## src/rtl/sre_pkg.sv

```systemverilog
package sre_pkg;

  localparam int CoordBits = 16;
  localparam int FieldW    = 16;
  localparam int NumW      = CoordBits;
  localparam int MulW      = NumW + 4;
  localparam int CodeW     = 7;
  localparam int PlaceW    = 3;
  localparam logic [PlaceW-1:0] TopPlace = 3'd4;

  localparam logic [7:0] ByteEsc   = 8'h1b;
  localparam logic [7:0] ByteLbr   = 8'h5b;
  localparam logic [7:0] ByteLt    = 8'h3c;
  localparam logic [7:0] ByteSemi  = 8'h3b;
  localparam logic [7:0] ByteZero  = 8'h30;
  localparam logic [7:0] BytePress = 8'h4d;
  localparam logic [7:0] ByteRel   = 8'h6d;

  typedef struct packed {
    logic [NumW-1:0] code;
    logic [NumW-1:0] col;
    logic [NumW-1:0] row;
    logic            release_evt;
  } sre_load_t;

  function automatic logic [MulW-1:0] pow10(input logic [PlaceW-1:0] place);
    logic [MulW-1:0] p;
    case (place)
      3'd0:    p = MulW'(1);
      3'd1:    p = MulW'(10);
      3'd2:    p = MulW'(100);
      3'd3:    p = MulW'(1000);
      default: p = MulW'(10000);
    endcase
    return p;
  endfunction

endpackage

```

## src/rtl/sre_digit.sv

```systemverilog
module sre_digit import sre_pkg::*; (
  input  logic [NumW-1:0]   val_i,
  input  logic [PlaceW-1:0] place_i,
  output logic [3:0]        digit_o,
  output logic [NumW-1:0]   rem_o
);

  always_comb begin
    logic [MulW-1:0] p;
    logic [MulW-1:0] m;
    logic [MulW-1:0] sel;
    logic [MulW-1:0] v;
    v       = {{(MulW-NumW){1'b0}}, val_i};
    p       = pow10(place_i);
    digit_o = '0;
    sel     = '0;
    for (int k = 1; k < 10; k++) begin
      m = MulW'(k) * p;
      if (v >= m) begin
        digit_o = 4'(k);
        sel     = m;
      end
    end
    rem_o = NumW'(v - sel);
  end

endmodule

```

## src/rtl/sre_seq.sv

```systemverilog
module sre_seq import sre_pkg::*; (
  input  logic      clk_i,
  input  logic      rst_ni,
  input  logic      start_i,
  input  sre_load_t load_i,
  output logic      busy_o,
  output logic      out_valid_o,
  input  logic      out_stall_i,
  output logic [7:0] out_byte_o,
  output logic      last_o
);

  localparam logic [2:0] StIdle = 3'd0;
  localparam logic [2:0] StEsc  = 3'd1;
  localparam logic [2:0] StLbr  = 3'd2;
  localparam logic [2:0] StLt   = 3'd3;
  localparam logic [2:0] StDig  = 3'd4;
  localparam logic [2:0] StSep  = 3'd5;
  localparam logic [2:0] StFin  = 3'd6;

  localparam logic [1:0] FldCode = 2'd0;
  localparam logic [1:0] FldCol  = 2'd1;
  localparam logic [1:0] FldRow  = 2'd2;

  logic [2:0]        state_q, state_d;
  logic [1:0]        fld_q, fld_d;
  logic [PlaceW-1:0] place_q, place_d;
  logic              started_q, started_d;
  logic [NumW-1:0]   val_q, val_d;
  logic [NumW-1:0]   col_q, col_d;
  logic [NumW-1:0]   row_q, row_d;
  logic              rel_q, rel_d;
  logic              ovalid_q, ovalid_d;
  logic [7:0]        obyte_q, obyte_d;
  logic              olast_q, olast_d;

  logic [3:0]      digit;
  logic [NumW-1:0] rem;
  logic            adv;
  logic            emit;
  logic [7:0]      emit_byte;
  logic            emit_last;

  sre_digit u_digit (
    .val_i   (val_q),
    .place_i (place_q),
    .digit_o (digit),
    .rem_o   (rem)
  );

  assign adv = !ovalid_q || !out_stall_i;

  always_comb begin
    state_d   = state_q;
    fld_d     = fld_q;
    place_d   = place_q;
    started_d = started_q;
    val_d     = val_q;
    col_d     = col_q;
    row_d     = row_q;
    rel_d     = rel_q;
    emit      = 1'b0;
    emit_byte = ByteEsc;
    emit_last = 1'b0;
    case (state_q)
      StIdle: begin
        if (start_i) begin
          val_d   = load_i.code;
          col_d   = load_i.col;
          row_d   = load_i.row;
          rel_d   = load_i.release_evt;
          state_d = StEsc;
        end
      end
      StEsc: begin
        if (adv) begin
          emit      = 1'b1;
          emit_byte = ByteEsc;
          state_d   = StLbr;
        end
      end
      StLbr: begin
        if (adv) begin
          emit      = 1'b1;
          emit_byte = ByteLbr;
          state_d   = StLt;
        end
      end
      StLt: begin
        if (adv) begin
          emit      = 1'b1;
          emit_byte = ByteLt;
          fld_d     = FldCode;
          place_d   = TopPlace;
          started_d = 1'b0;
          state_d   = StDig;
        end
      end
      StDig: begin
        if (adv) begin
          emit      = (digit != 4'd0) || started_q || (place_q == '0);
          emit_byte = ByteZero + {4'd0, digit};
          started_d = started_q || emit;
          val_d     = rem;
          place_d   = place_q - PlaceW'(1);
          if (place_q == '0) begin
            state_d = (fld_q == FldRow) ? StFin : StSep;
          end
        end
      end
      StSep: begin
        if (adv) begin
          emit      = 1'b1;
          emit_byte = ByteSemi;
          fld_d     = fld_q + 2'd1;
          val_d     = (fld_q == FldCode) ? col_q : row_q;
          place_d   = TopPlace;
          started_d = 1'b0;
          state_d   = StDig;
        end
      end
      StFin: begin
        if (adv) begin
          emit      = 1'b1;
          emit_byte = rel_q ? ByteRel : BytePress;
          emit_last = 1'b1;
          state_d   = StIdle;
        end
      end
      default: begin
        state_d = StIdle;
      end
    endcase
  end

  always_comb begin
    ovalid_d = ovalid_q;
    obyte_d  = obyte_q;
    olast_d  = olast_q;
    if (adv) begin
      ovalid_d = emit;
      obyte_d  = emit_byte;
      olast_d  = emit_last;
    end
  end

  always_ff @(posedge clk_i or negedge rst_ni) begin
    if (!rst_ni) begin
      state_q   <= StIdle;
      started_q <= 1'b0;
      ovalid_q  <= 1'b0;
    end else begin
      state_q   <= state_d;
      started_q <= started_d;
      ovalid_q  <= ovalid_d;
    end
  end

  always_ff @(posedge clk_i) begin
    fld_q   <= fld_d;
    place_q <= place_d;
    val_q   <= val_d;
    col_q   <= col_d;
    row_q   <= row_d;
    rel_q   <= rel_d;
    obyte_q <= obyte_d;
    olast_q <= olast_d;
  end

  assign busy_o      = (state_q != StIdle);
  assign out_valid_o = ovalid_q;
  assign out_byte_o  = obyte_q;
  assign last_o      = olast_q;

endmodule

```

## src/rtl/sgr_mouse_report_encoder_top.sv

```systemverilog
// channel  | direction | signals
// input    | in        | in_valid_i, in_stall_o, event_kind_i, button_i, modifiers_i,
//          |           | row_i, column_i
// output   | out       | out_valid_o, out_stall_i, out_byte_o, last_o
// config   | in        | cfg_valid_i, cfg_ready_o, cfg_index_i, cfg_data_i
//
// A reported event runs the sequencer through an accept step, three header beats, five
// digit steps for each of the three numbers on the shared digit unit, two separators and the
// final beat. While out_stall_i holds a waiting beat, the sequencer does not advance.
// An event that gives no report is accepted without starting the sequencer.
// Reset clears both config registers, the sequencer state and the output valid register.
module sgr_mouse_report_encoder_top import sre_pkg::*; (
  input  logic              clk_i,
  input  logic              rst_ni,
  input  logic              in_valid_i,
  output logic              in_stall_o,
  input  logic [2:0]        event_kind_i,
  input  logic [2:0]        button_i,
  input  logic [2:0]        modifiers_i,
  input  logic [FieldW-1:0] row_i,
  input  logic [FieldW-1:0] column_i,
  output logic              out_valid_o,
  input  logic              out_stall_i,
  output logic [7:0]        out_byte_o,
  output logic              last_o,
  input  logic              cfg_valid_i,
  output logic              cfg_ready_o,
  input  logic              cfg_index_i,
  input  logic [2:0]        cfg_data_i
);

  localparam logic CfgSgr  = 1'b0;
  localparam logic CfgMode = 1'b1;

  localparam logic [2:0] KindPress   = 3'd0;
  localparam logic [2:0] KindRelease = 3'd1;
  localparam logic [2:0] KindDrag    = 3'd2;
  localparam logic [2:0] KindMove    = 3'd3;
  localparam logic [2:0] KindWheel   = 3'd4;

  localparam logic [2:0] BtnRight   = 3'd2;
  localparam logic [2:0] BtnWheelUp = 3'd4;
  localparam logic [2:0] BtnWheelDn = 3'd5;

  localparam logic [2:0] ModeNone     = 3'd0;
  localparam logic [2:0] ModeX10      = 3'd1;
  localparam logic [2:0] ModeBtnEvent = 3'd3;
  localparam logic [2:0] ModeAnyEvent = 3'd4;

  logic       sgr_q;
  logic [2:0] mode_q;

  logic             busy;
  logic             accept;
  logic             report;
  logic             kind_ok;
  logic             pressable;
  logic             rel;
  logic [CodeW-1:0] base;
  sre_load_t        load;

  assign cfg_ready_o = 1'b1;

  always_ff @(posedge clk_i or negedge rst_ni) begin
    if (!rst_ni) begin
      sgr_q  <= 1'b0;
      mode_q <= ModeNone;
    end else if (cfg_valid_i && cfg_ready_o) begin
      case (cfg_index_i)
        CfgSgr:  sgr_q  <= cfg_data_i[0];
        CfgMode: mode_q <= cfg_data_i;
        default: ;
      endcase
    end
  end

  assign pressable = (button_i <= BtnRight);

  always_comb begin
    kind_ok = 1'b0;
    rel     = 1'b0;
    base    = CodeW'(button_i);
    case (event_kind_i)
      KindPress: begin
        kind_ok = pressable;
      end
      KindRelease: begin
        kind_ok = pressable;
        rel     = 1'b1;
      end
      KindDrag: begin
        kind_ok = pressable && (mode_q == ModeBtnEvent || mode_q == ModeAnyEvent);
        base    = CodeW'(button_i) + CodeW'(32);
      end
      KindMove: begin
        kind_ok = (mode_q == ModeAnyEvent);
        base    = CodeW'(35);
      end
      KindWheel: begin
        kind_ok = (button_i == BtnWheelUp || button_i == BtnWheelDn);
        base    = CodeW'(button_i) + CodeW'(60);
      end
      default: begin
        kind_ok = 1'b0;
      end
    endcase
  end

  assign report = sgr_q && (mode_q > ModeX10) && !row_i[CoordBits-1] && !column_i[CoordBits-1]
                  && kind_ok;

  assign load.code        = NumW'(base + {2'b00, modifiers_i, 2'b00});
  assign load.col         = {1'b0, column_i[CoordBits-2:0]} + NumW'(1);
  assign load.row         = {1'b0, row_i[CoordBits-2:0]} + NumW'(1);
  assign load.release_evt = rel;

  assign in_stall_o = busy;
  assign accept     = in_valid_i && !busy;

  sre_seq u_seq (
    .clk_i       (clk_i),
    .rst_ni      (rst_ni),
    .start_i     (accept && report),
    .load_i      (load),
    .busy_o      (busy),
    .out_valid_o (out_valid_o),
    .out_stall_i (out_stall_i),
    .out_byte_o  (out_byte_o),
    .last_o      (last_o)
  );

endmodule

```

## config.mk

```make
export PLATFORM = sky130hd
export DESIGN_NAME = sgr_mouse_report_encoder_top
export DESIGN_NICKNAME = d
export VERILOG_FILES = /design/src/rtl/sre_pkg.sv /design/src/rtl/sre_digit.sv /design/src/rtl/sre_seq.sv /design/src/rtl/sgr_mouse_report_encoder_top.sv
export SDC_FILE = /design/constraint.sdc
export NUM_CORES = 1
export LEC_CHECK = 0
export BUFFER_PORTS_ARGS = -buffer_cell sky130_fd_sc_hd__buf_4
export CAP_MARGIN = 10
export CORE_ASPECT_RATIO = 0.5
export CORE_MARGIN = 4
export CORE_UTILIZATION = 65
export CTS_CLUSTER_SIZE = 28
export DETAILED_ROUTE_END_ITERATION = 8
export GPL_TIMING_DRIVEN = 0
export PLACE_DENSITY_LB_ADDON = 0.1
export SYNTH_ARGS = -nofsm -noshare
export SYNTH_HDL_FRONTEND = slang
export SYNTH_SLANG_ARGS = --single-unit
```

## constraint.sdc

```tcl
create_clock -name clk_i -period 10.7 [get_ports clk_i]
set_input_delay 0.535 -clock clk_i [delete_from_list [all_inputs] [get_ports clk_i]]
set_output_delay 0.535 -clock clk_i [all_outputs]
set_load 0.02 [all_outputs]
```

# == Word-level counts from Yosys, hierarchy flattened ==
# Index checks and enable logic that the tools add are counted.
# word_totals
register_bits,72
input_bits,50
out_inout_bits,12
# classes
add_sub_neg,9
mul,5
magnitude_cmp,11
n_eq_ne,27
muxes,48
bitwise_logic,1
n_reduce_logical,37
# op_table
op,n
$mux 16,12
$ge 16x17->1,4
$pmux 14 s4,1
$pmux 16 s3,1
$pmux 8 s5,1
$mul 3x14->17 const A,2
$add 15x1->16 const B,2
$ge 16x16->1,2
$mul 2x14->16 const A,2
$mux 4,8
$mux 3,8
$eq 3x2->1 const B,7
$eq 3x3->1 const B,7
$pmux 7 s3,1
$ge 16x18->1,1
$mul 4x14->18 const A,1
$ne 2x1->1 const B,9
$pmux 3 s6,1
$ge 16x14->1,1
$ge 16x15->1,1
$sub 16x16->16,1
$add 3x6->7 const B,2
$mux 14,1
$eq 3x1->1 const B,3
29 further kinds,59

# == Longest topological paths before layout ==
# Gate-level depths: netlist of run 1.
# logic_depth
word_depth,18
depth_mapped,35

# == Cells and area by module ==
# A second synthesis of run 1 with hierarchy kept.
# hier_totals
cells_unflattened,1004
area_unflattened_um2,8887.3
# by_module_without_submodules
module,n_inst,cells_each,area_each_um2,seq_area_each_um2
sre_digit,1,657,4884.7,0.0
sre_seq,1,221,2991.6,1986.9
sgr_mouse_report_encoder_top,1,126,1011.0,100.1

# == Worst setup path before layout of run 1 ==
# OpenSTA, ideal clock, no wires.
# synth_timing
path_kind,register to register
from,reg u_seq.place_q[0]
to,reg u_seq.val_q[14] (data pin)
setup_ns,0.262
arrival_time_ns,6.729
setup_slack_ns,3.708
stages_incl_launch_ff,33
path_cell_list,edfxtp_1 inv_1 ha_1 nor2_1 a21oi_1 clkbuf_1 nand2_1 ha_1 a21o_1 a21oi_1 nor2_1 o21ai_0 xor2_1 ha_1 a21oi_1 o21ai_0 nor3b_1 o21ai_1 nand3_1 nand2_1 o32a_1 o21ai_1 a21oi_1 fa_1 a21o_1 a21oi_1 o21ai_0 o41ai_1 o21a_1 a21oi_1 a21oi_1 xor2_1 o22ai_1
# synth_via
elab_chain_cells,15
# synth_rtl
element,line,rtl
start: declaration,sre_seq.sv:27,"logic [PlaceW-1:0] place_q, place_d;"
start signal: assignment,sre_seq.sv:161,place_q <= place_d;
$eq 3x2->1 (tied with other cells),sre_pkg.sv:28,case (place)
$pmux 14 s4 (*),sre_pkg.sv:28,
"parallel branches: the longest is 9 deep, another holds $mul 2x14->16",n/a,
$mux 16 (*),sre_digit.sv:19,if (v >= m) begin
$sub 16x16->16 (*),sre_digit.sv:24,rem_o = NumW'(v - sel);
$mux 16 (*),sre_seq.sv:100,if (adv) begin
$pmux 16 s3 (*),sre_seq.sv:65,case (state_q)
via u_seq.val_d[14],sre_seq.sv:29,"logic [NumW-1:0] val_q, val_d;"
end signal: assignment,sre_seq.sv:162,val_q <= val_d;
end: declaration,sre_seq.sv:29,
# Mark *: on every way through the listed nets, which the timed path passes. The select of a mux whose other input is x is not followed.
# A chain may end at the register's enable or synchronous reset.

# == Worst setup path after layout of run 1 ==
# layout_timing
from,reg u_seq.place_q[0]
to,reg u_seq.val_q[10] (data pin)
# The elaborated chain is that of the path after synthesis.

==> metrics.log, run 1 <==
INFO  metric mostFrequentLayoutCells = ha_1 (145), nand2_1 (85), nor2_1 (74)
INFO  metric holdWs = 0.0212 ns
INFO  metric critical-path-slowest-cell = o41ai_1
INFO  metric ys_types = 82
INFO  metric yosys.area_share.adder = 23.2%
INFO  metric synthesized_area_fraction_occupied_by_ao_oa_aoi_and_oai_cells = 21.9%
INFO  metric floorplan.die.width = 171 um
INFO  metric place_area = 9280 um^2
INFO  metric setup_viol_count_final = 0
INFO  metric worstHoldPathType = in2async
INFO  metric number_of_antenna_violations_at_the_first_check_in_global_routing = 0
INFO  metric synth_simple_gate_area_share = 17.6%
INFO  metric gp_routability_congestion = 1.09
INFO  metric power.leakage = 4.11 nW
INFO  metric firstDrtPassIters = 6
INFO  metric buffer_ports.inserted = 58
INFO  metric layoutNonFillerInstCount = 1238
INFO  metric fp.dieH = 89.4 um
INFO  metric most_common_cell_after_layout_fill_and_taps_aside = ha_1
INFO  metric clock_root_buffer = clkbuf_16
INFO  metric finalCriticalPeriod = 8.99 ns
INFO  metric slew_viol_final = 0
INFO  metric synthesis.instances = 986
INFO  metric detailed_place_hpwl = 21600 um
INFO  metric synthXorXnorAreaFrac = 5.80%
INFO  metric number_of_levels_in_the_clock_h_tree = 3
INFO  metric power_density = 297 nW/um^2
INFO  metric maxClockFrequency = 0.111 GHz
INFO  metric critical_register_to_register_path_startpoint = u_seq.place_q[0]$_SDFFCE_PP0P_
INFO  metric tightestPinTransition = 0.979 ns
INFO  metric clock_insertion_delay_worst_skew = 0.33 ns
INFO  metric total_power = 2.86 mW
INFO  metric timing.clock.skew = 0.00515 ns
INFO  metric synth-edff-count = 62
INFO  metric main_combinational_cell_family_by_area_after_synthesis = adder cells
INFO  metric worst-endpoint-arrival = 9.08 ns
INFO  metric globalRouteOverflowTotal = 0
INFO  metric crit_path_start = u_seq.place_q[0]$_SDFFCE_PP0P_
INFO  metric nature_of_the_critical_path_endpoint = flop
INFO  metric postSynth.asyncResetShare = 12.7%
INFO  metric io-pin-count = 62
INFO  metric route.vias.total = 8584
INFO  metric grt_pass1_vias = 8166
INFO  metric cts.sinks = 71
INFO  metric yosys-mux-area-fraction = 2.73%
INFO  metric ctsResizeCount = 0
INFO  metric post_synthesis_sequential_element_count = 71
INFO  metric totalWireLength = 28500 um
INFO  metric place.detailed.instances = 1220
INFO  metric result_of_the_run = complete, no violations
INFO  metric design.die.area = 15300 um^2
INFO  metric rsz_0062_raised_after_global_routing = no
INFO  metric clock_pin_slew_of_the_registers_on_the_worst_case_setup_and_hold_paths = 0.06 ns
INFO  metric power.ir.vdd_worst = 165 uV
INFO  metric worst-path-max-fanout = 10
INFO  metric area.growth.synth_to_final = 11.8%
INFO  metric design_area = 9620 um^2
INFO  metric routed_wire_length_per_instance = 23.0 um
INFO  metric via_per_inst = 6.93
INFO  metric yosys_warnings = 0
INFO  metric post_route_cells_drive_above_1_share = 10.6%
INFO  metric cts.hold.buffers_added = 0
INFO  metric std_cell_rows = 29
INFO  metric crit_type = reg2reg
INFO  metric synth.cell_area = 8600 um^2
INFO  metric tritoncts_clock_tree = done
INFO  metric cp_data_required_time = 10.79 ns
INFO  metric grt_first_pass_wirelength = 43800 um
INFO  metric seq_area_frac_synth = 24.3%
INFO  metric finalHoldViolCount = 0
INFO  metric critical_path.max_stage_delay = 0.60 ns
INFO  metric syn-mean-instance-area = 8.73 um^2
INFO  metric drt_drc_violations_left = 0
INFO  metric maxCapViolations = 0
INFO  metric timing.max_slew.rel_slack = 34.1%
INFO  metric postCtsSetupRepairBufs = 0
INFO  metric final_net_count = 1267
INFO  metric antenna-diode-count = 0
INFO  metric cts_buffer_depth = 2
INFO  metric reg2reg_slack = 1.71 ns
INFO  metric coreArea = 12800 um^2
INFO  metric synth_ff_type = edfxtp_1
INFO  metric grt_max_degree = 34
INFO  metric initial_utilization = 67.2%
INFO  metric layout_worst_path_cycle_share = 84.0%
INFO  metric timing.setup.tns = 0 ns
INFO  metric drt_iter0_drc = 1192
INFO  metric postRouteAntennaNets = 0
INFO  metric element_type_at_the_critical_path_start = flop
INFO  metric globalRouteTotalUtil = 37.1%
INFO  metric cts_inserted_buffers = 9
[stage by stage]
stage / utilization [%] / setup slack, ns
global route: 75.1 / 1.13
finish: 75.1 / 1.71
detailed placement: 72.4 / 1.79
CTS: 74.7 / 1.76
floorplan: - / 3.71
global placement: 72.4 / 2.07
[synth_stat cells (7+ instances only)]
master / n / share of area [%]
a211o_1: 7 / 0.71
a211oi_1: 8 / 0.70
a21o_1: 16 / 1.4
a21oi_1: 69 / 4.0
a31oi_1: 10 / 0.73
and2_1: 13 / 0.95
and3_1: 10 / 0.73
clkbuf_1: 20 / 0.87
dfrtp_1: 9 / 2.6
edfxtp_1: 62 / 22
fa_1: 9 / 2.1
ha_1: 145 / 21
inv_1: 55 / 2.4
mux2i_1: 19 / 2.2
nand2_1: 85 / 3.7
nand2b_1: 11 / 0.80
nand3_1: 22 / 1.3
nand4_1: 18 / 1.3
nor2_1: 74 / 3.2
nor2b_1: 15 / 1.1
nor3_1: 24 / 1.4
o211ai_1: 11 / 0.96
o21a_1: 14 / 1.2
o21ai_0: 59 / 3.4
o22ai_1: 19 / 1.4
o31ai_1: 9 / 0.79
xnor2_1: 33 / 3.4
xor2_1: 24 / 2.4
[report_power, final]
| part | switching (mW) | internal (mW) |
|---|---|---|
| combinational | 1.36 | 0.805 |
| sequential | 0.0507 | 0.354 |
| clock | 0.111 | 0.178 |
[per-layer routing]
metal | part of all wire (%) | vias up | track usage (%)
met1 | 40 | 4011 | 49.9
met4 | 4.3 | 0 | 16.4
met3 | 13 | 108 | 9.10
met5 | 0 | - | 0
li1 | - | 3838 | -
met2 | 42 | 627 | 57.6
[state kept, by name (all words and copies together) (netlist names), 2 cells and up]
signal	count
u_seq.fld_q	2
u_seq.val_q	16
mode_q	3
u_seq.row_q	16
u_seq.col_q	16
u_seq.state_q	3
u_seq.out_byte_o	7
u_seq.place_q	3
[logic make-up after synthesis]
family / Yosys count
AOI/OAI and AO/OA: 284
xor gates and xnor gates: 57
muxes: 23
DFF: 71
adders and majority gates: 154
buffers and inverters: 89
other: 2
and+or+nand+nor: 306
[worst max-delay path, delay by kind of cell, from the launching register on]
kind / cells / cell delay (ns)
AOI/OAI and AO/OA: 14 / 4.18
adders and majority gates: 6 / 2.03
buffers and inverters: 5 / 1.23
DFF: 1 / 0.42
and+or+nand+nor: 7 / 0.86
[layout make-up]
class,instances,area [um^2]
multi-input cells,831,6150
fillers,881,3190
flip-flops and latches,71,2090
repair buffers,61,498
clock buffers,14,275
well taps,170,213
inverters,55,206
plain buffers,34,178
clock inverters,2,13.8
[worst paths after layout]
| check | to | cells past startpoint |
|---|---|---|
| setup reg to reg | u_seq.val_q[10]$_DFFE_PP_ | 32 |
| max in group asynchronous | u_seq.state_q[1]$_DFFE_PN0P_ | 1 |
| hold reg to reg | sgr_q$_DFFE_PN0P_ | 1 |
| min in group clk_i | mode_q[2]$_DFFE_PN0P_ | 2 |
| hold / removal | u_seq.out_valid_o$_DFFE_PN0N_ | 1 |
| setup / recovery | u_seq.val_q[10]$_DFFE_PP_ | 32 |
No activity file was read; power rests on OpenSTA's default activity.
==> inputs of run 2 (changes only) <==
- ABC_AREA: not set -> 1
- CORE_UTILIZATION: 65 -> 63
- clock period: 10.7 -> 8.7 ns (I/O delays scaled with it)
==> metrics.log, run 2 <==
INFO  metric result_of_the_run = complete, no violations
INFO  metric globalRouteTotalUtil = 34.9%
INFO  metric drt_iter0_drc = 1285
INFO  metric synth-edff-count = 62
INFO  metric design_area = 10300 um^2
INFO  metric tritoncts_clock_tree = done
INFO  metric synth.top_cells.by_area = edfxtp_1 (20%), ha_1 (20%), nand2_1 (14%)
INFO  metric slew_viol_final = 0
INFO  metric synthesis.instances = 1322
INFO  metric critical-path-slowest-cell = o21ai_0
INFO  metric grt_first_pass_wirelength = 45700 um
INFO  metric maxClockFrequency = 0.133 GHz
INFO  metric postRouteAntennaNets = 0
INFO  metric finalHoldViolCount = 0
INFO  metric via_per_inst = 6.06
INFO  metric seq_area = 2090 um^2
INFO  metric yosys_warnings = 0
INFO  metric fp.dieH = 93.6 um
INFO  metric fill_cells = 1070
INFO  metric timing.setup.tns = 0 ns
INFO  metric crit_type = reg2reg
INFO  metric rsz_0062_raised_after_global_routing = no
INFO  metric critical_path.max_stage_delay = 0.47 ns
INFO  metric post_synthesis_sequential_element_count = 71
INFO  metric worst-endpoint-arrival = 7.57 ns
INFO  metric worstHoldPathType = in2reg
INFO  metric clock_root_buffer = clkbuf_16
INFO  metric totalWireLength = 29400 um
INFO  metric gp_routability_congestion = 1.02
INFO  metric cts_inserted_buffers = 9
INFO  metric finalCriticalPeriod = 7.51 ns
INFO  metric layout_top_registers = u_seq.col_q x16, u_seq.row_q x16, u_seq.val_q x16
INFO  metric nature_of_the_critical_path_endpoint = flop
INFO  metric grt_pass1_vias = 8928
INFO  metric floorplan.die.width = 179 um
INFO  metric maxCapViolations = 0
INFO  metric area.growth.synth_to_final = 11.3%
INFO  metric firstDrtPassIters = 6
INFO  metric seq_area_frac_synth = 22.6%
INFO  metric number_of_antenna_violations_at_the_first_check_in_global_routing = 0
INFO  metric setup_viol_count_final = 0
INFO  metric synth.cell_area = 9230 um^2
INFO  metric io-pin-count = 62
INFO  metric most_common_cell_after_layout_fill_and_taps_aside = nand2_1
INFO  metric synth_commonest_cells = nand2_1 (348), inv_1 (178), ha_1 (145)
INFO  metric clock_insertion_delay_worst_skew = 0.33 ns
INFO  metric worst-path-max-fanout = 12
INFO  metric std_cell_rows = 30
INFO  metric postSynth.asyncResetShare = 12.7%
INFO  metric route.vias.total = 9686
INFO  metric area_of_the_multi_input_gates = 6380 um^2
INFO  metric clock_pin_slew_of_the_registers_on_the_worst_case_setup_and_hold_paths = 0.06 ns
INFO  metric element_type_at_the_critical_path_start = flop
INFO  metric timing.critical_path.mode_cell = nand2_1
INFO  metric synth_top_cell_by_area = edfxtp_1
INFO  metric final_net_count = 1605
INFO  metric initial_utilization = 66.3%
INFO  metric grt_max_degree = 24
INFO  metric number_of_levels_in_the_clock_h_tree = 3
INFO  metric layout_worst_path_cycle_share = 86.3%
INFO  metric cp_data_required_time = 8.76 ns
INFO  metric yosysTopAreaCellShare = 20.2%
INFO  metric tightestPinTransition = 1.08 ns
INFO  metric syn-mean-instance-area = 6.98 um^2
INFO  metric globalRouteOverflowTotal = 0
INFO  metric timing.clock.skew = 0.00467 ns
INFO  metric synth_ff_type = edfxtp_1
INFO  metric mostFrequentLayoutCells = nand2_1 (348), inv_1 (178), ha_1 (145)
INFO  metric post_route_cells_drive_above_1_share = 8.53%
INFO  metric cts.hold.buffers_added = 1
INFO  metric final_util = 73.8%
INFO  metric cts.sinks = 71
INFO  metric routed_wire_length_per_instance = 18.4 um
INFO  metric ys_types = 59
INFO  metric drt_drc_violations_left = 0
INFO  metric postCtsSetupRepairBufs = 0
INFO  metric design.die.area = 16800 um^2
INFO  metric cts_buffer_depth = 2
INFO  metric timing.max_slew.rel_slack = 27.9%
INFO  metric ctsResizeCount = 0
INFO  metric detailed_place_hpwl = 22600 um
INFO  metric coreArea = 13900 um^2
INFO  metric synth.most_common_cell = nand2_1
INFO  metric buffer_ports.inserted = 59
INFO  metric place_area = 9970 um^2
## run 2: changes by cell type after synthesis, sizes merged, moves of 19 or more
cell   change
inv      +126
nand3     +44
mux2i     -19
a21oi     +59
xnor2     -22
nor2      +42
nand2    +271
## run 2: worst max-delay path, delay by kind of cell (launching register included)
kind            cells  cell delay [ns]
fa+ha+maj           5             1.65
xor+xnor            1             0.18
flops               1             0.44
simple gates       20             2.36
compound gates     10             1.99
buf+inv             4             0.61
## run 2: cells by family (layout without fill, tap and decap cells)
kind of cell             after synthesis  count (layout)  share of synthesized area (%)
AO/OA/AOI/OAI                        245             245                           15.0
XOR/XNOR                              39              39                           3.86
adder cells (fa/ha/maj)              154             154                           21.6
buffers and inverters                202             281                           8.53
flip-flops                            71              71                           22.6
multiplexers                           1               1                          0.122
other                                  2               8                         0.0814
AND/OR/NAND/NOR                      608             608                           28.2
## run 2: through the flow
step / worst slack, ns / hold WS (ns) / cells
floorplan: 2.88 / 0.139 / 1327
global placement: 1.55 / 0.269 / 1578
detailed placement: 1.43 / 0.276 / 1581
CTS: 1.34 / 0.328 / 1598
global route: 0.548 / 0.335 / 1598
finish: 1.19 / 0.329 / 1599
## run 2: cell type report
type / instances / area share (%)
clock inverter: 7 / 0.706
tap: 192 / 2.34
inverter: 182 / 6.65
buffer: 20 / 1.01
sequential: 71 / 20.3
multi-input combinational: 1054 / 62.1
antenna: 1 / 0.0243
clock buffer: 9 / 2.19
timing repair buffer: 63 / 4.70
## run 2: worst paths after layout
path                                                startpoint                          end  slack, ns  depth (start not counted)
min in group asynchronous                               rst_ni  u_seq.started_q$_DFFE_PN0P_       0.49                          2
max in group asynchronous                               rst_ni        mode_q[0]$_DFFE_PN0P_       8.06                          2
worst max-delay path            u_seq.place_q[0]$_SDFFCE_PP0P_    u_seq.val_q[13]$_DFFE_PP_       1.19                         40
worst min-delay path                               cfg_valid_i            sgr_q$_DFFE_PN0P_       0.33                          2
worst min register to register     u_seq.started_q$_DFFE_PN0P_  u_seq.started_q$_DFFE_PN0P_       0.52                          2
worst max register to register  u_seq.place_q[0]$_SDFFCE_PP0P_    u_seq.val_q[13]$_DFFE_PP_       1.19                         40
## run 2: per-layer routing
layer | share of wire [%] | wire (um) | GRT usage [%] | up-vias
li1 | - | - | - | 4619
met1 | 40 | 11900 | 47.0 | 4336
met2 | 43 | 12600 | 56.0 | 624
met3 | 13 | 3950 | 8.24 | 107
met4 | 3.1 | 918 | 10.3 | 0
met5 | 0 | 0 | 0 | -
Power of run 2 is not shown: default switching activity piles up to over one toggle a cycle in this logic, so the estimate is an artifact.
==> inputs of run 3 (changes only) <==
- CORE_UTILIZATION: 63 -> 58
- CTS_BUF_LIST: not set -> sky130_fd_sc_hd__clkbuf_8
- SYNTH_HIERARCHICAL: not set -> 1
- clock period: 8.7 -> 6.7 ns (I/O delays scaled with it)
==> metrics.log, run 3 <==
INFO  metric route.vias.total = 9395
INFO  metric synth.top_cells.by_area = edfxtp_1 (20%), ha_1 (19%), nand2_1 (13%)
INFO  metric timing.setup.tns = 0 ns
INFO  metric globalRouteTotalUtil = 29.9%
INFO  metric fill_cells = 1374
INFO  metric mostFrequentLayoutCells = nand2_1 (329), inv_1 (146), ha_1 (138)
INFO  metric place_area = 10100 um^2
INFO  metric postRouteAntennaNets = 0
INFO  metric synth_top_cell_by_area = edfxtp_1
INFO  metric cts_buffer_depth = 2
INFO  metric timing.critical_path.mode_cell = nand2_1
INFO  metric initial_utilization = 59.8%
INFO  metric drt_drc_violations_left = 0
INFO  metric routed_wire_length_per_instance = 17.4 um
INFO  metric area.growth.synth_to_final = 13.0%
INFO  metric synth-edff-count = 62
INFO  metric post_synthesis_sequential_element_count = 71
INFO  metric result_of_the_run = complete, no violations
INFO  metric totalWireLength = 28100 um
INFO  metric crit_type = reg2reg
INFO  metric yosysTopAreaCellShare = 20.0%
INFO  metric design.die.area = 18300 um^2
INFO  metric timing.max_slew.rel_slack = 43.4%
INFO  metric finalCriticalPeriod = 6.41 ns
INFO  metric clock_pin_slew_of_the_registers_on_the_worst_case_setup_and_hold_paths = 0.08 ns
INFO  metric setup_viol_count_final = 0
INFO  metric synth_ff_type = edfxtp_1
INFO  metric gp_routability_congestion = 0.998
INFO  metric ys_types = 56
INFO  metric grt_max_degree = 34
INFO  metric cts.sinks = 71
INFO  metric tritoncts_clock_tree = done
INFO  metric cts_inserted_buffers = 9
INFO  metric finalHoldViolCount = 0
INFO  metric firstDrtPassIters = 5
INFO  metric final_net_count = 1610
INFO  metric grt_pass1_vias = 8740
INFO  metric element_type_at_the_critical_path_start = flop
INFO  metric design_area = 10500 um^2
INFO  metric syn-mean-instance-area = 7.11 um^2
INFO  metric crit-reg2reg-capture = u_seq/val_q[13]$_DFFE_PP_
INFO  metric seq_area_frac_synth = 22.4%
INFO  metric detailed_place_hpwl = 22500 um
INFO  metric synth.most_common_cell = nand2_1
INFO  metric worst-path-max-fanout = 10
INFO  metric worstHoldPathType = in2reg
INFO  metric via_per_inst = 5.80
INFO  metric fp.dieH = 97.6 um
INFO  metric clock_insertion_delay_worst_skew = 0.34 ns
INFO  metric number_of_antenna_violations_at_the_first_check_in_global_routing = 0
INFO  metric nature_of_the_critical_path_endpoint = flop
INFO  metric worst-endpoint-arrival = 6.50 ns
INFO  metric grt_first_pass_wirelength = 44400 um
INFO  metric number_of_levels_in_the_clock_h_tree = 3
INFO  metric synthesis.instances = 1311
INFO  metric layout_worst_path_cycle_share = 95.7%
INFO  metric tightestPinTransition = 0.848 ns
INFO  metric worstHoldStart = cfg_valid_i
INFO  metric cp_data_required_time = 6.79 ns
INFO  metric drt_iter0_drc = 934
INFO  metric coreArea = 15600 um^2
INFO  metric post_route_cells_drive_above_1_share = 13.5%
INFO  metric most_common_cell_after_layout_fill_and_taps_aside = nand2_1
INFO  metric critical_register_to_register_path_startpoint = u_seq/place_q[2]$_SDFFCE_PN1P_
INFO  metric maxClockFrequency = 0.156 GHz
INFO  metric io-pin-count = 62
INFO  metric postSynth.asyncResetShare = 12.7%
INFO  metric final_util = 67.6%
INFO  metric worst-r2r-cell-count = 38
INFO  metric critical-path-slowest-cell = edfxtp_1
INFO  metric yosys_warnings = 6
INFO  metric layout_top_registers = u_seq/col_q x16, u_seq/row_q x16, u_seq/val_q x16
INFO  metric critical_path.max_stage_delay = 0.48 ns
INFO  metric buffer_ports.inserted = 59
INFO  metric slew_viol_final = 0
INFO  metric reg2reg_slack = 0.29 ns
INFO  metric clock_root_buffer = clkbuf_8
INFO  metric synth.cell_area = 9320 um^2
INFO  metric hold_path_depth = 2
INFO  metric floorplan.die.width = 187 um
INFO  metric timing.clock.skew = 0.00878 ns
INFO  metric synth_commonest_cells = nand2_1 (329), inv_1 (147), ha_1 (141)
INFO  metric std_cell_rows = 32
INFO  metric timing.hold.worst_endpoint = sgr_q$_DFFE_PN0P_
INFO  metric antenna-diode-count = 0
INFO  metric globalRouteOverflowTotal = 0
INFO  metric maxCapViolations = 0
==> run 3: cell types whose count changed in the layout (fill, tap and decap cells not counted), sizes merged, moves of 14 or more <==
cell	change
a21oi	-15
buf	+19
inv	-20
nand2	-14
nand3	+22
nor2	+26
o211ai	+16
==> run 3: through the flow <==
stage / setup WS (ns) / std cells / hold WS (ns)
after floorplan: 1.01 / 1322 / 0.0394
final: 0.291 / 1620 / 0.180
after global routing: -0.0510 / 1620 / 0.173
after detailed placement: -0.133 / 1585 / 0.165
after global placement: -0.00104 / 1585 / 0.165
after CTS: 0.00880 / 1604 / 0.171
==> run 3: critical path: cells and delay by family, from the launching register on <==
family	cells	cell delay [ns]
flops	1	0.48
simple gates	14	1.42
xor+xnor	1	0.20
compound gates	14	2.07
fa+ha+maj	4	1.26
buf+inv	5	0.71
==> run 3: worst max-delay path by stage <==
| stage | from | end | slack [ns] | depth (start not counted) |
|---|---|---|---|---|
| floorplan | u_seq/place_q[2]$_SDFFCE_PN1P_ | u_seq/val_q[12]$_DFFE_PP_ | 1.01 | 35 |
| detailed placement | u_seq/place_q[2]$_SDFFCE_PN1P_ | u_seq/val_q[13]$_DFFE_PP_ | -0.13 | 36 |
| finish | u_seq/place_q[2]$_SDFFCE_PN1P_ | u_seq/val_q[13]$_DFFE_PP_ | 0.29 | 38 |
| CTS | u_seq/place_q[2]$_SDFFCE_PN1P_ | u_seq/val_q[13]$_DFFE_PP_ | 0.009 | 39 |
| global route | u_seq/place_q[2]$_SDFFCE_PN1P_ | u_seq/val_q[13]$_DFFE_PP_ | -0.05 | 39 |
| global placement | u_seq/place_q[2]$_SDFFCE_PN1P_ | u_seq/val_q[13]$_DFFE_PP_ | -0.001 | 36 |
==> run 3: layout make-up <==
class                           instances  area, um^2  area share [%]
Multi-Input combinational cell       1066        6570            62.4
Sequential cell                        71        2090            19.8
Inverter                              161         628            5.96
Timing Repair Buffer                   78         589            5.60
Tap cell                              204         255            2.42
Buffer                                 24         170            1.62
Clock buffer                            9         124            1.18
Clock inverter                          7         103           0.974
==> run 3: logic make-up after synthesis <==
logic type,after synthesis,share of synthesized area (%)
fa+ha+maj,149,20.7
flops,71,22.4
compound gates,227,14.0
other cells,5,0.201
xor+xnor,43,4.12
mux,1,0.121
buf+inv,185,8.35
simple gates,630,30.2
==> run 3: repair_timing <==
action	in CTS	in global routing
endpoints found under the hold margin	9	0
setup buffers	2	14
gates cloned	0	1
gates resized for setup	3	23
endpoints found under the setup margin	1	8
hold buffers	1	0
pin swaps	1	6
==> run 3: layer usage <==
layer	GRT usage, %	share of wire [%]
met1	43.1	46
met2	47.2	43
met3	4.70	9.4
met4	7.04	2.0
met5	0	0
Power of run 3 is left out for the same reason.
